[src/sv/cartesian_to_cylindrical_vector_top_defines.svh]
// Assertion macros shared by the cartesian-to-cylindrical RTL.
`ifndef CARTESIAN_TO_CYLINDRICAL_VECTOR_TOP_DEFINES_SVH
`define CARTESIAN_TO_CYLINDRICAL_VECTOR_TOP_DEFINES_SVH

// Same-cycle implication, sampled on clk, off while arst_n is low.
`define C2CV_ASSERT_NOW(lbl, ante, cons, msg) \
	lbl: assert property (@(posedge clk) disable iff (!arst_n) (ante) |-> (cons)) \
		else $error(msg);

// Next-cycle implication, sampled on clk, off while arst_n is low.
`define C2CV_ASSERT_NEXT(lbl, ante, cons, msg) \
	lbl: assert property (@(posedge clk) disable iff (!arst_n) (ante) |=> (cons)) \
		else $error(msg);

`endif

[src/sv/c2cv_pkg.sv]
// Shared widths, constants and the pipeline stage type of the cylindrical converter.
package c2cv_pkg;

	localparam int DATA_WIDTH   = 16;
	localparam int CORDIC_STEPS = 16;
	localparam int GUARD_BITS   = 8;

	// Coordinate path: pre-rotation and CORDIC growth need two bits, one more for margin.
	localparam int CW = DATA_WIDTH + 3;
	// Field path: guard bits plus growth of sqrt(2) * 1.647.
	localparam int BW = DATA_WIDTH + GUARD_BITS + 3;
	// Inverse CORDIC gain in Q22, signed width.
	localparam int GW = 23;
	localparam int PW = BW + GW;
	localparam int OW = DATA_WIDTH + 1;
	localparam int SHW = (CORDIC_STEPS > 1) ? $clog2(CORDIC_STEPS) : 1;

	localparam logic signed [GW-1:0] INV_GAIN_Q22 = GW'(2547003);
	// Scale of a gain-corrected product, and its rounding bias.
	localparam int PROD_SHIFT = GUARD_BITS + 22;
	localparam logic signed [PW-1:0] ROUND_BIAS = PW'(1) <<< (PROD_SHIFT - 1);

	localparam int IN_BITS  = 5 * DATA_WIDTH;
	localparam int IN_TW    = ((IN_BITS + 7) / 8) * 8;
	localparam int OUT_BITS = 2 * OW + DATA_WIDTH;
	localparam int OUT_TW   = ((OUT_BITS + 7) / 8) * 8;

	typedef struct packed {
		logic                         valid;
		logic                         origin;
		logic signed [CW-1:0]         cx;
		logic signed [CW-1:0]         cy;
		logic signed [BW-1:0]         b1;
		logic signed [BW-1:0]         b2;
		logic signed [DATA_WIDTH-1:0] b3;
	} stage_t;

endpackage

[src/sv/c2cv_stage.sv]
// One registered CORDIC micro-rotation on the coordinate pair and the field pair.
module c2cv_stage (
	input  logic                      clk,
	input  logic                      arst_n,
	input  logic                      en,
	input  logic [c2cv_pkg::SHW-1:0]  shift,
	input  c2cv_pkg::stage_t          d,
	output c2cv_pkg::stage_t          q
);
	import c2cv_pkg::*;

	logic signed [CW-1:0] xs, ys;
	logic signed [BW-1:0] b1s, b2s;
	stage_t               nxt;

	assign xs  = d.cx >>> shift;
	assign ys  = d.cy >>> shift;
	assign b1s = d.b1 >>> shift;
	assign b2s = d.b2 >>> shift;

	// Rotate toward the positive x axis; the field follows with the same sign
	always_comb begin
		nxt = d;
		if (!d.cy[CW-1]) begin
			nxt.cx = d.cx + ys;
			nxt.cy = d.cy - xs;
			nxt.b1 = d.b1 + b2s;
			nxt.b2 = d.b2 - b1s;
		end else begin
			nxt.cx = d.cx - ys;
			nxt.cy = d.cy + xs;
			nxt.b1 = d.b1 - b2s;
			nxt.b2 = d.b2 + b1s;
		end
		// Hold the field at the origin point
		if (d.origin) begin
			nxt.b1 = d.b1;
			nxt.b2 = d.b2;
		end
	end

	// Advance on enable
	always_ff @(posedge clk or negedge arst_n) begin
		if (!arst_n) begin
			q.valid <= 1'b0;
		end else if (en) begin
			q <= nxt;
		end
	end

endmodule
[config.mk]
export PLATFORM = sky130hd
export DESIGN_NAME = c2cv_stage
export DESIGN_NICKNAME = d
export VERILOG_FILES = /design/src/sv/cartesian_to_cylindrical_vector_top_defines.svh /design/src/sv/c2cv_pkg.sv /design/src/sv/c2cv_stage.sv
export SDC_FILE = /design/constraint.sdc
export NUM_CORES = 1
export LEC_CHECK = 0
export ABC_AREA = 1
export BUFFER_PORTS_ARGS = -buffer_cell sky130_fd_sc_hd__buf_2
export CORE_ASPECT_RATIO = 0.6
export CORE_UTILIZATION = 55
export CTS_CLUSTER_DIAMETER = 30
export DETAILED_ROUTE_END_ITERATION = 16
export PLACE_DENSITY = 0.78
export SYNTH_ARGS = -nofsm -noshare
export SYNTH_HDL_FRONTEND = slang
export SYNTH_SLANG_ARGS = --single-unit
[constraint.sdc]
create_clock -name clk -period 0.81 [get_ports clk]
set_input_delay 0.1215 -clock clk [delete_from_list [all_inputs] [get_ports clk]]
set_output_delay 0.1215 -clock clk [all_outputs]
set_load 0.02 [all_outputs]
==> impl_metrics.json, run 1 <==
{
  "cts_buffers": 9,
  "syn_inst": 2324,
  "htree_levels": 3,
  "ys_ff_latch": 110,
  "dp_hpwl_mm": 50.4,
  "clock-sinks": 110,
  "synthArstFlopShare_pct": 0.909,
  "preCtsSetupSlack_ns": -3.37,
  "ys_seq_area_share_pct": 22.4,
  "lastStage": "global routing",
  "ios": 227,
  "ys.flop_type": "edfxtp_1",
  "stop_error": "[ERROR DPL-0038] Utilization greater than 100%, impossible to legalize",
  "place.gp.congestion": 1.04,
  "die_w_um": 213,
  "synth_edf_count": 109,
  "syn_nets": 2541,
  "start_util_pct": 57.1,
  "placed_cells": 3414,
  "cts_root_buf": "clkbuf_16",
  "rows": 45,
  "syn_area_per_cell_um2": 6.32,
  "place.port_buffers": 226,
  "fp.dieH_um": 129,
  "ys.warnings.count": 0,
  "syn_area_um2": 14700,
  "synth.distinct_cells": 52,
  "run_status": "did not finish",
  "grt_max_degree": 54,
  "cts.path.max_buffers": 2
}
==> cells in the mapped netlist (all sizes together) (2+ instances only) <==
| cell type | n | share of area, % |
|---|---|---|
| a21boi | 3 | 0.15 |
| nand3b | 4 | 0.20 |
| ha | 96 | 8.2 |
| edfxtp | 109 | 22 |
| o21bai | 8 | 0.41 |
| nor3 | 15 | 0.51 |
| a221oi | 2 | 0.12 |
| a31oi | 19 | 0.81 |
| o22ai | 3 | 0.17 |
| nand4 | 13 | 0.55 |
| inv | 188 | 4.8 |
| and2 | 7 | 0.30 |
| clkbuf | 31 | 0.79 |
| o21ai | 170 | 6.0 |
| xnor2 | 33 | 2.0 |
| a21o | 2 | 0.10 |
| nand3 | 328 | 11 |
| or2 | 34 | 1.4 |
| a21oi | 144 | 5.0 |
| mux2i | 4 | 0.27 |
| nor2 | 152 | 4.3 |
| buf | 67 | 2.7 |
| xor2 | 73 | 4.4 |
| o41ai | 2 | 0.12 |
| o31ai | 6 | 0.34 |
| nand2 | 767 | 20 |
| nor4 | 7 | 0.49 |
| o21a | 10 | 0.51 |
| o211ai | 18 | 0.92 |
| fa | 4 | 0.54 |
==> metrics by stage <==
step           area, um2  hold slack (ns)  util [%]
2_1_floorplan      15400           -0.174         -
3_3_place_gp       21200          -0.0634      82.6
3_5_place_dp       21200          -0.0623      82.6
4_1_cts            24200           0.0574      94.0
==> cell families after synthesis <==
group / share of synthesized area, %
compound gates: 14.7
xor+xnor: 6.32
fa+ha+maj: 8.72
buf+inv: 8.31
flops: 22.4
mux: 0.349
simple gates: 39.1
==> timing repair <==
action	in CTS
setup endpoints to repair	202
hold endpoints to repair	18
hold buffers	18
pin swaps	141
cloned	7
buffers inserted	80
gates resized for setup	437
==> run 2, diff against run 1 <==
--- a/config.mk
+++ b/config.mk
@@ -7,11 +7,9 @@
 export LEC_CHECK = 0
 export ABC_AREA = 1
 export BUFFER_PORTS_ARGS = -buffer_cell sky130_fd_sc_hd__buf_2
-export CORE_ASPECT_RATIO = 0.6
-export CORE_UTILIZATION = 55
-export CTS_CLUSTER_DIAMETER = 30
+export CORE_UTILIZATION = 40
 export DETAILED_ROUTE_END_ITERATION = 16
-export PLACE_DENSITY = 0.78
+export PLACE_DENSITY_LB_ADDON = 0.15
 export SYNTH_ARGS = -nofsm -noshare
 export SYNTH_HDL_FRONTEND = slang
 export SYNTH_SLANG_ARGS = --single-unit
==> impl_metrics.json, run 2 <==
{
  "cts_tree": "yes",
  "ys.flop_type": "edfxtp_1",
  "synth_edf_count": 109,
  "cp_cell_sequence": "buf_16 > bufbuf_16 > o211ai_1 > nand3_1 > nand2_1 > nand2_1 > nand2_2 > inv_2 > ha_4 > nand3_4 > nor2_4 > nand2_2 > nand2_4 > nand2_2 > xor2_1 > ha_1 > a21oi_1 > o21ai_2 > a21oi_2 > nand3_2 > buf_6 > or2_2 > nand3_1 > nand2_1",
  "rsz0062_at_grt": "yes",
  "grt_overflow": 0,
  "max_freq_mhz": 282,
  "nNetsFinal": 3474,
  "start_util_pct": 41.0,
  "p_seq_share_pct": 17.8,
  "violations": "negative setup slack",
  "cp.required_ns": 0.96,
  "rows": 69,
  "reg2reg_slack_ns": 0.03,
  "r2r-start": "q[109]",
  "hp-class": "in2reg",
  "antenna_found_initial": 3,
  "dr_total_vias": 19900,
  "critPathSlowestCell": "ha_1",
  "preCtsSetupSlack_ns": -3.20,
  "fin_cells": 3723,
  "dieArea_um2": 37500,
  "place.port_buffers": 226,
  "min_period_over_period_pct": 438,
  "end_kind": "flip-flop",
  "switching_share_pct": 43.5,
  "reg2reg_to": "q[109]",
  "setup_ws_ns": -2.74,
  "avgRoutedWirePerCell_um": 17.4,
  "whs_path_depth": 3,
  "path_delay_family": "simple AND/OR/NAND/NOR gates",
  "hold_viol_final": 0,
  "cts_buffers": 9,
  "drive_gt1_share_pct": 56.0,
  "ys.warnings.count": 0,
  "tns_ns": -227.51,
  "ys_ff_latch": 110,
  "cts_root_buf": "clkbuf_16",
  "worst_slew_pin_slew_ns": 0.453,
  "clock_latency_ns": 0.39,
  "syn_inst": 2324,
  "grt.total_usage_pct": 31.8,
  "ys_top_cells_by_area": "edfxtp_1, nand2_1, nand3_1",
  "path_buf_inv": 4,
  "p_leak_nw": 12.9,
  "p_total_mw": 42.0,
  "drc": 0,
  "syn_area_um2": 14700,
  "cpPeakStageDelay_ns": 0.36,
  "reg.largest.list": "q: 110 flops",
  "firstDrtPassIters": 5,
  "min_to": "q[42]",
  "internal_power_mw": 23.7,
  "wirelength_met1_mm": 28.2,
  "grt_max_degree": 43,
  "maxSlewViolCount": 0,
  "core_um2": 35800,
  "synthArstFlopShare_pct": 0.909,
  "topRoutingLayerUsed": "met5",
  "combPwrFrac_pct": 71.4,
  "layout_common_cells": "buf_4, nand2_1, buf_2, nand3_1, nand2_2",
  "final_common_cell": "buf_4",
  "fin_area_um2": 27200,
  "hp-start": "d[42]",
  "critPathKind": "in2reg",
  "r2r_cells": 1,
  "dp_hpwl_mm": 45.1,
  "syn_nets": 2541,
  "synthTopCellsByCount": "nand2_1, nand3_1, inv_1",
  "drt_iter0_drc": 1370,
  "syn_area_per_cell_um2": 6.32,
  "utilization_pct": 76.0,
  "ios": 227,
  "regMostFlops": "q",
  "placed_cells": 3548,
  "switching_power_mw": 18.3,
  "met2WireLength_mm": 30.5,
  "num_antenna_cells": 0,
  "viasPerCell": 5.35,
  "crit_arrival_ns": 3.70,
  "clock-sinks": 110,
  "die_w_um": 194,
  "place_area_um2": 21600,
  "start_kind": "input port",
  "first_global_vias": 19200,
  "run_status": "complete, but fails checks",
  "fp.dieH_um": 194,
  "synthToLayoutAreaGrowth_pct": 85.2,
  "htree_levels": 3,
  "postRouteAntennaNets": 0,
  "cts.path.max_buffers": 2,
  "synth_top_area_share_pct": 22.3,
  "dr_wl_met3_mm": 3.88,
  "cap_violations": 0,
  "ys_seq_area_share_pct": 22.4,
  "hold_slack_ns": 0.0975,
  "crit_path_max_fanout": 6,
  "p_per_area_nw_per_um2": 1540,
  "largest_reg_flops": 110,
  "grt_pass1_wl_mm": 96.6,
  "maxSlewHeadroom_pct": 69.5,
  "clk_pin_slew_ns": 0.08,
  "fin_skew_ns": 0,
  "min_period_ns": 3.55,
  "synth.distinct_cells": 52,
  "wirelength_mm": 64.8,
  "pwr-share-clk_pct": 10.8,
  "ir_drop_mv": 1.27,
  "synth.largest_area_cell": "edfxtp_1",
  "final-setup-viol-count": 202,
  "yosysMostFrequentCell": "nand2_1",
  "place.gp.congestion": 0.942
}
## run 2: cell counts after synthesis
Identical to the previous run, type by type.
## run 2: worst max-delay path by stage
stage / end / cells after the start / slack [ns] / startpoint
final: q[64] / 24 / -2.74 / shift[0]
after global placement: q[34] / 26 / -3.18 / shift[2]
after floorplan: q[35] / 29 / -2.77 / shift[0]
after detailed placement: q[62] / 30 / -3.20 / shift[0]
after global routing: q[85] / 30 / -2.91 / shift[0]
after CTS: q[59] / 30 / -2.48 / shift[0]
## run 2: layout make-up
type / count / area (um2)
Clock buffer: 10 / 229
Clock inverter: 6 / 51.3
Fill cell: 2668 / 8610
Inverter: 189 / 754
Multi-Input combinational cell: 1927 / 14200
Sequential cell: 110 / 3300
Tap cell: 461 / 577
Timing Repair Buffer: 1020 / 8060
## run 2: power groups by stage
stage	logic [mW]	clock network (mW)	registers, mW
2_1_floorplan	11.0	0	8.53
3_3_place_gp	21.2	0	7.60
3_5_place_dp	21.5	0	7.60
4_1_cts	26.0	4.67	7.50
5_1_grt	32.0	4.81	7.55
6_report	30.0	4.54	7.49
## run 2: what timing repair did
item                                   CTS  global route
endpoints found under the hold margin   18             0
resized for setup                      566           390
setup endpoints to repair              202           203
pin swaps                              256           222
cloned                                  12             2
buffers inserted                        81            64
hold buffers                            18             0
## run 2: per-layer routing
| layer | up-vias | global-route usage (%) |
|---|---|---|
| li1 | 9687 | - |
| met5 | - | 0 |
| met3 | 177 | 3.84 |
| met2 | 705 | 53.3 |
| met1 | 9340 | 42.2 |
| met4 | 6 | 10.5 |
## run 2: logic make-up (layout without fill, tap and decap cells)
kind of cell    after synthesis  after routing  synth area share (%)
simple gates               1327           1327                  39.1
compound gates              389            389                  14.7
buf+inv                     287           1225                  8.31
flops                       110            110                  22.4
xor+xnor                    106            106                  6.32
fa+ha+maj                   100            100                  8.72
mux                           5              5                 0.349
(Power assumes the default switching activity.)
